==> src/ledscan_pkg.sv <==
`timescale 1ns / 1ps
// shared types, codes and color helpers for the led panel scan driver
package ledscan_pkg;

  // item kinds on the input channel
  typedef enum logic [1:0] {
    KIND_RGB888 = 2'd0,
    KIND_RGB565 = 2'd1,
    KIND_SCAN   = 2'd2,
    KIND_CLEAR  = 2'd3
  } kind_e;

  // rgb565 widening constants
  localparam int unsigned Exp5Mul = 527;
  localparam int unsigned Exp5Add = 23;
  localparam int unsigned Exp6Mul = 259;
  localparam int unsigned Exp6Add = 33;

  localparam logic [15:0] BaseOnTimeReset = 16'd1;

  typedef struct packed {
    kind_e              kind;
    logic signed [15:0] pos_x;
    logic signed [15:0] pos_y;
    logic [7:0]         red_in;
    logic [7:0]         green_in;
    logic [7:0]         blue_in;
    logic [15:0]        packed_color;
  } in_item_t;

  typedef struct packed {
    logic [3:0]  row_select;
    logic [7:0]  shift_byte;
    logic [1:0]  plane_index;
    logic [18:0] on_time;
    logic        last_of_row;
  } out_item_t;

  // controller to datapath
  typedef struct packed {
    logic load;
    logic rmw_rd;
    logic rmw_wr;
    logic scan_rd;
    logic clr_wr;
  } cmd_t;

  // datapath to controller
  typedef struct packed {
    logic coord_ok;
    logic rmw_last;
    logic scan_last;
    logic clr_last;
    logic can_issue;
  } sts_t;

  function automatic logic [7:0] expand5(input logic [4:0] v);
    logic [13:0] w;
    w = 14'(v) * 14'(Exp5Mul) + 14'(Exp5Add);
    return w[13:6];
  endfunction

  function automatic logic [7:0] expand6(input logic [5:0] v);
    logic [13:0] w;
    w = 14'(v) * 14'(Exp6Mul) + 14'(Exp6Add);
    return w[13:6];
  endfunction

endpackage

==> src/ledscan_ctrl.sv <==
`timescale 1ns / 1ps
// sequencing state machine for pixel writes, scans and clears
module ledscan_ctrl
  import ledscan_pkg::*;
(
  input  logic  clk_i,
  input  logic  rst_ni,
  input  logic  in_valid_i,
  output logic  in_ready_o,
  input  kind_e kind_i,
  input  sts_t  sts_i,
  output cmd_t  cmd_o
);

  typedef enum logic [4:0] {
    ST_IDLE   = 5'b00001,
    ST_RMW_RD = 5'b00010,
    ST_RMW_WR = 5'b00100,
    ST_SCAN   = 5'b01000,
    ST_CLEAR  = 5'b10000
  } state_e;

  state_e state_q, state_d;

  assign in_ready_o = (state_q == ST_IDLE);

  always_comb begin
    state_d = state_q;
    cmd_o   = '0;
    unique case (state_q)
      ST_IDLE: begin
        if (in_valid_i) begin
          cmd_o.load = 1'b1;
          unique case (kind_i) inside
            KIND_RGB888, KIND_RGB565: begin
              if (sts_i.coord_ok) begin
                state_d = ST_RMW_RD;
              end
            end
            KIND_SCAN:  state_d = ST_SCAN;
            KIND_CLEAR: state_d = ST_CLEAR;
            default:    state_d = ST_IDLE;
          endcase
        end
      end
      ST_RMW_RD: begin
        cmd_o.rmw_rd = 1'b1;
        state_d      = ST_RMW_WR;
      end
      ST_RMW_WR: begin
        cmd_o.rmw_wr = 1'b1;
        state_d      = sts_i.rmw_last ? ST_IDLE : ST_RMW_RD;
      end
      ST_SCAN: begin
        if (sts_i.can_issue) begin
          cmd_o.scan_rd = 1'b1;
          if (sts_i.scan_last) begin
            state_d = ST_IDLE;
          end
        end
      end
      ST_CLEAR: begin
        cmd_o.clr_wr = 1'b1;
        if (sts_i.clr_last) begin
          state_d = ST_IDLE;
        end
      end
      default: state_d = ST_IDLE;
    endcase
  end

  // reset starts with a sweep that zeroes the frame store
  always_ff @(posedge clk_i or negedge rst_ni) begin
    if (!rst_ni) begin
      state_q <= ST_CLEAR;
    end else begin
      state_q <= state_d;
    end
  end

endmodule

==> config.mk <==
export PLATFORM = sky130hd
export DESIGN_NAME = ledscan_ctrl
export DESIGN_NICKNAME = d
export VERILOG_FILES = /design/src/ledscan_pkg.sv /design/src/ledscan_ctrl.sv
export SDC_FILE = /design/constraint.sdc
export NUM_CORES = 1
export LEC_CHECK = 0
export ABC_AREA = 1
export BUFFER_PORTS_ARGS = -buffer_cell sky130_fd_sc_hd__buf_2
export CELL_PAD_IN_SITES_DETAIL_PLACEMENT = 1
export CELL_PAD_IN_SITES_GLOBAL_PLACEMENT = 1
export CORE_AREA = 2 2 39 41
export DETAILED_ROUTE_END_ITERATION = 8
export DIE_AREA = 0 0 41 43
export HOLD_SLACK_MARGIN = 0.1
export PLACE_DENSITY_LB_ADDON = 0.1
export SYNTH_ARGS = -nofsm -noshare
export SYNTH_HDL_FRONTEND = slang
export SYNTH_SLANG_ARGS = --single-unit
==> constraint.sdc <==
create_clock -name clk_i -period 2.2 [get_ports clk_i]
set_input_delay 0.44 -clock clk_i [delete_from_list [all_inputs] [get_ports clk_i]]
set_output_delay 0.44 -clock clk_i [all_outputs]
set_load 0.01 [all_outputs]
**Word-level counts from Yosys, hierarchy flattened**

Index checks and enable logic that the tools add are counted.
W data, S select, Z words.

- Flip-flop bits (word level): 5
- Input port bits: 10
- Logic and storage cells: 32

- Equality and inequality tests: 13
- Mux-type cells: 15
- Reductions and logical operators: 3

Operators by type and width:

| cell | number |
|---|---|
| $mux W5 | 5 |
| $pmux W5 S5 | 1 |
| $pmux W5 S3 | 1 |
| $ne A2 B2 Y1 const B | 4 |
| $mux W1 | 7 |
| $eq A5 B1 Y1 const B | 1 |
| $eq A5 B2 Y1 const B | 1 |
| $eq A5 B3 Y1 const B | 1 |
| $eq A5 B4 Y1 const B | 1 |
| $eq A5 B5 Y1 const B | 1 |
| $reduce_and A5 Y1 | 1 |
| $eq A2 B2 Y1 const B | 2 |
| $ne A3 B3 Y1 const B | 1 |
| $eq A2 B1 Y1 const B | 1 |
| $logic_not A2 Y1 | 1 |
| $mux W2 | 1 |
| $reduce_or A2 Y1 | 1 |

**Longest topological paths before layout**

- Word-level depth: 5
- Depth in mapped cells: 7
- Mapped depth without buffers: 7

**Worst setup path before layout**

Ideal clock, no wire load.

- Path kind: register to output
- Start: register state_q[0]
- End: output port cmd_o[1] (netlist name)
- Arrival: 946 ps
- Path slack: 814 ps
- Cell stages (with the launch flop): 4
- Path through: dfrtp_1 -> nor2_2 -> nand2_1 -> nor3b_1

RTL lines:

| element | line | RTL |
|---|---|---|
| start: declaration | ledscan_ctrl.sv:23 | `state_e state_q, state_d;` |
| start signal: assignment | ledscan_ctrl.sv:77 | `state_q <= state_d;` |
| end: declaration | ledscan_ctrl.sv:12 | `output cmd_t cmd_o` |

==> impl_metrics.env <==
export IMPL_drt_wl_total_um=964
export IMPL_path_class="register to primary output"
export IMPL_stdcell_count=89
export IMPL_worst_hold_path_type="input pin to register"
export IMPL_synth_seq_area_share_pct=34.0
export IMPL_fp_dieH_um=43
export IMPL_synth_ff_latch_count=5
export IMPL_worstSkewPairLatency_ps=240
export IMPL_final_common_cell="buf_2"
export IMPL_r2r_start="state_q[4]"
export IMPL_h_tree_depth=1
export IMPL_fmax_mhz=574
export IMPL_fill_cells=192
export IMPL_grtUsageTotal_pct=14.6
export IMPL_place_gp_congestion=0.669
export IMPL_wl_per_cell_um=10.8
export IMPL_arrival_ps=1300
export IMPL_largest_reg_flops=5
export IMPL_clockBufferDepth=2
export IMPL_viasPerCell=4.57
export IMPL_fp_coreArea_sq_mm=0.00138
export IMPL_fin_util_pct=36.3
export IMPL_p_total_mw=0.651
export IMPL_ios=16
export IMPL_start_util_pct=26.9
export IMPL_synthDistinctLibCells=16
export IMPL_layout_common_cells="buf_2 (15), inv_1 (11), nand2_1 (8)"
export IMPL_antenna_cells=0
export IMPL_clkTransAtPathRegs_ps=40
export IMPL_grt_setup_unrepaired="false"
export IMPL_antenna_found_initial=0
export IMPL_cellPowerDensity_mw_per_mm2=1290
export IMPL_num_rows=14
export IMPL_status="finished, final reports clean"
export IMPL_fin_area_sq_um=503
export IMPL_pre_cts_slack_ps=707
export IMPL_min_delay_start="kind_i[0]"
export IMPL_synthTopCellsByArea="dfrtp_1 (27%), inv_1 (11%), nand4_1 (8.4%)"
export IMPL_layout_drive_gt1_share_pct=38.4
export IMPL_die_x_um=41
export IMPL_syn_nets=63
export IMPL_drv_slew=0
export IMPL_register_area_sq_um=126
export IMPL_multi_input_area_sq_um=196
export IMPL_crit_path_start_kind="register"
export IMPL_setup_viol=0
export IMPL_cp_cell_sequence="nor2_2 > nand4_1 > inv_1 > buf_2"
export IMPL_skew_ps=2.83
export IMPL_fin_ws_ps=459
export IMPL_fin_crit_ps=1740
export IMPL_dieArea_sq_mm=0.00176
export IMPL_grt_max_degree=7
export IMPL_max_vdd_ir_drop_uv=401
export IMPL_cts_repair_resized=0
export IMPL_max_stage_delay_ps=430
export IMPL_cp_startpoint="state_q[0]"
export IMPL_final_nets=84
export IMPL_synth_area_leader_cell="dfrtp_1"
export IMPL_crit_path_top_delay_cell="dfrtp_1"
export IMPL_drc=0
export IMPL_grt_pass1_wl_mm=1.61
export IMPL_leakagePower_nw=0.323
export IMPL_largest_register="state_q"
export IMPL_dp_cells=84
export IMPL_critPathMaxFanout=5
export IMPL_hold_viol=0
export IMPL_setup_tns_ps=0
export IMPL_max_slew_worst_pin_slew_ps=217
export IMPL_fin_crit_sh_pct=79.1
export IMPL_reg_largest_list="state_q (5)"
export IMPL_setup_worst_path_end_class="primary output"
export IMPL_via_count=407
export IMPL_synth_warnings=0
export IMPL_hold_slack_ps=512
export IMPL_drtIter0Drc=4
export IMPL_cp_required_ps=1760
export IMPL_slew_headroom_pct=85.5
export IMPL_grt_pass1_vias=382
export IMPL_drv_cap=0
export IMPL_cts_made_buffers=3
export IMPL_netlist_area_leader_share_pct=26.9
export IMPL_cts_sinks=5
export IMPL_placed_area_sq_um=467
export IMPL_avgSynthCellArea_sq_um=7.01
export IMPL_root_buffer="clkbuf_4"
export IMPL_dr_pass1_iters=2
export IMPL_place_hpwl_um=810
export IMPL_grt_overflow=0
export IMPL_synthCells=53
export IMPL_cts_tree="yes"
export IMPL_detail_route_antenna_nets=0
export IMPL_synth_area_sq_um=372
export IMPL_area_delta_synth_final_pct=35.4
export IMPL_port_buffers=15
## metal layers
| layer | part of all wire [%] | vias up | GRT usage (%) |
|---|---|---|---|
| met5 | 0 | - | 0 |
| met4 | 0 | 0 | 10.0 |
| met3 | 5.2 | 0 | 4.71 |
| met2 | 53 | 14 | 22.5 |
| met1 | 42 | 184 | 15.8 |
| li1 | - | 209 | - |
## cell type report
type                    instances  share of cell area (%)
flip-flops and latches          5                    25.1
multi-input cells              35                    39.1
repair buffers                 16                    16.9
inverters                      13                    9.70
clock buffers                   4                    5.22
well taps                      16                    3.98
## worst paths after layout
kind                         endpoint  slack [ps]  depth (start not counted)
max                          cmd_o[2]         460                          4
min                        state_q[3]         510                          4
max reg2reg                state_q[0]         920                          5
min reg2reg                state_q[4]         640                          2
max in group asynchronous  state_q[4]        1410                          2
min in group asynchronous  state_q[3]         570                          2
## synthesized netlist by cell type, drive strengths merged
cell,instances
dfrtp,4
dfstp,1
inv,13
nand2,8
nand3,6
nand4,6
nor2,10
nor3,1
nor3b,2
o21ai,1
o21bai,1
## cell families (layout without fill, tap and decap cells)
logic type | after synthesis | in the layout | share of synthesized area [%]
compound gates | 2 | 2 | 3.37
flops | 5 | 5 | 34.0
buf+inv | 13 | 33 | 13.1
simple gates | 33 | 33 | 49.5
## where the power goes
group          switching [mW]  internal (mW)
Clock                  0.0345         0.0684
Sequential             0.0476          0.134
Combinational           0.227          0.140
## worst max-delay path, delay by kind of cell (launching register included)
family	cells	cell delay, ps
simple gates	2	420
flops	1	430
buf+inv	2	210
## what timing repair did
item	in CTS	in global routing
endpoints found under the hold margin	4	0
buffers inserted	0	0
hold buffers	1	0
Note: power is estimated with default switching activity, not from simulation.
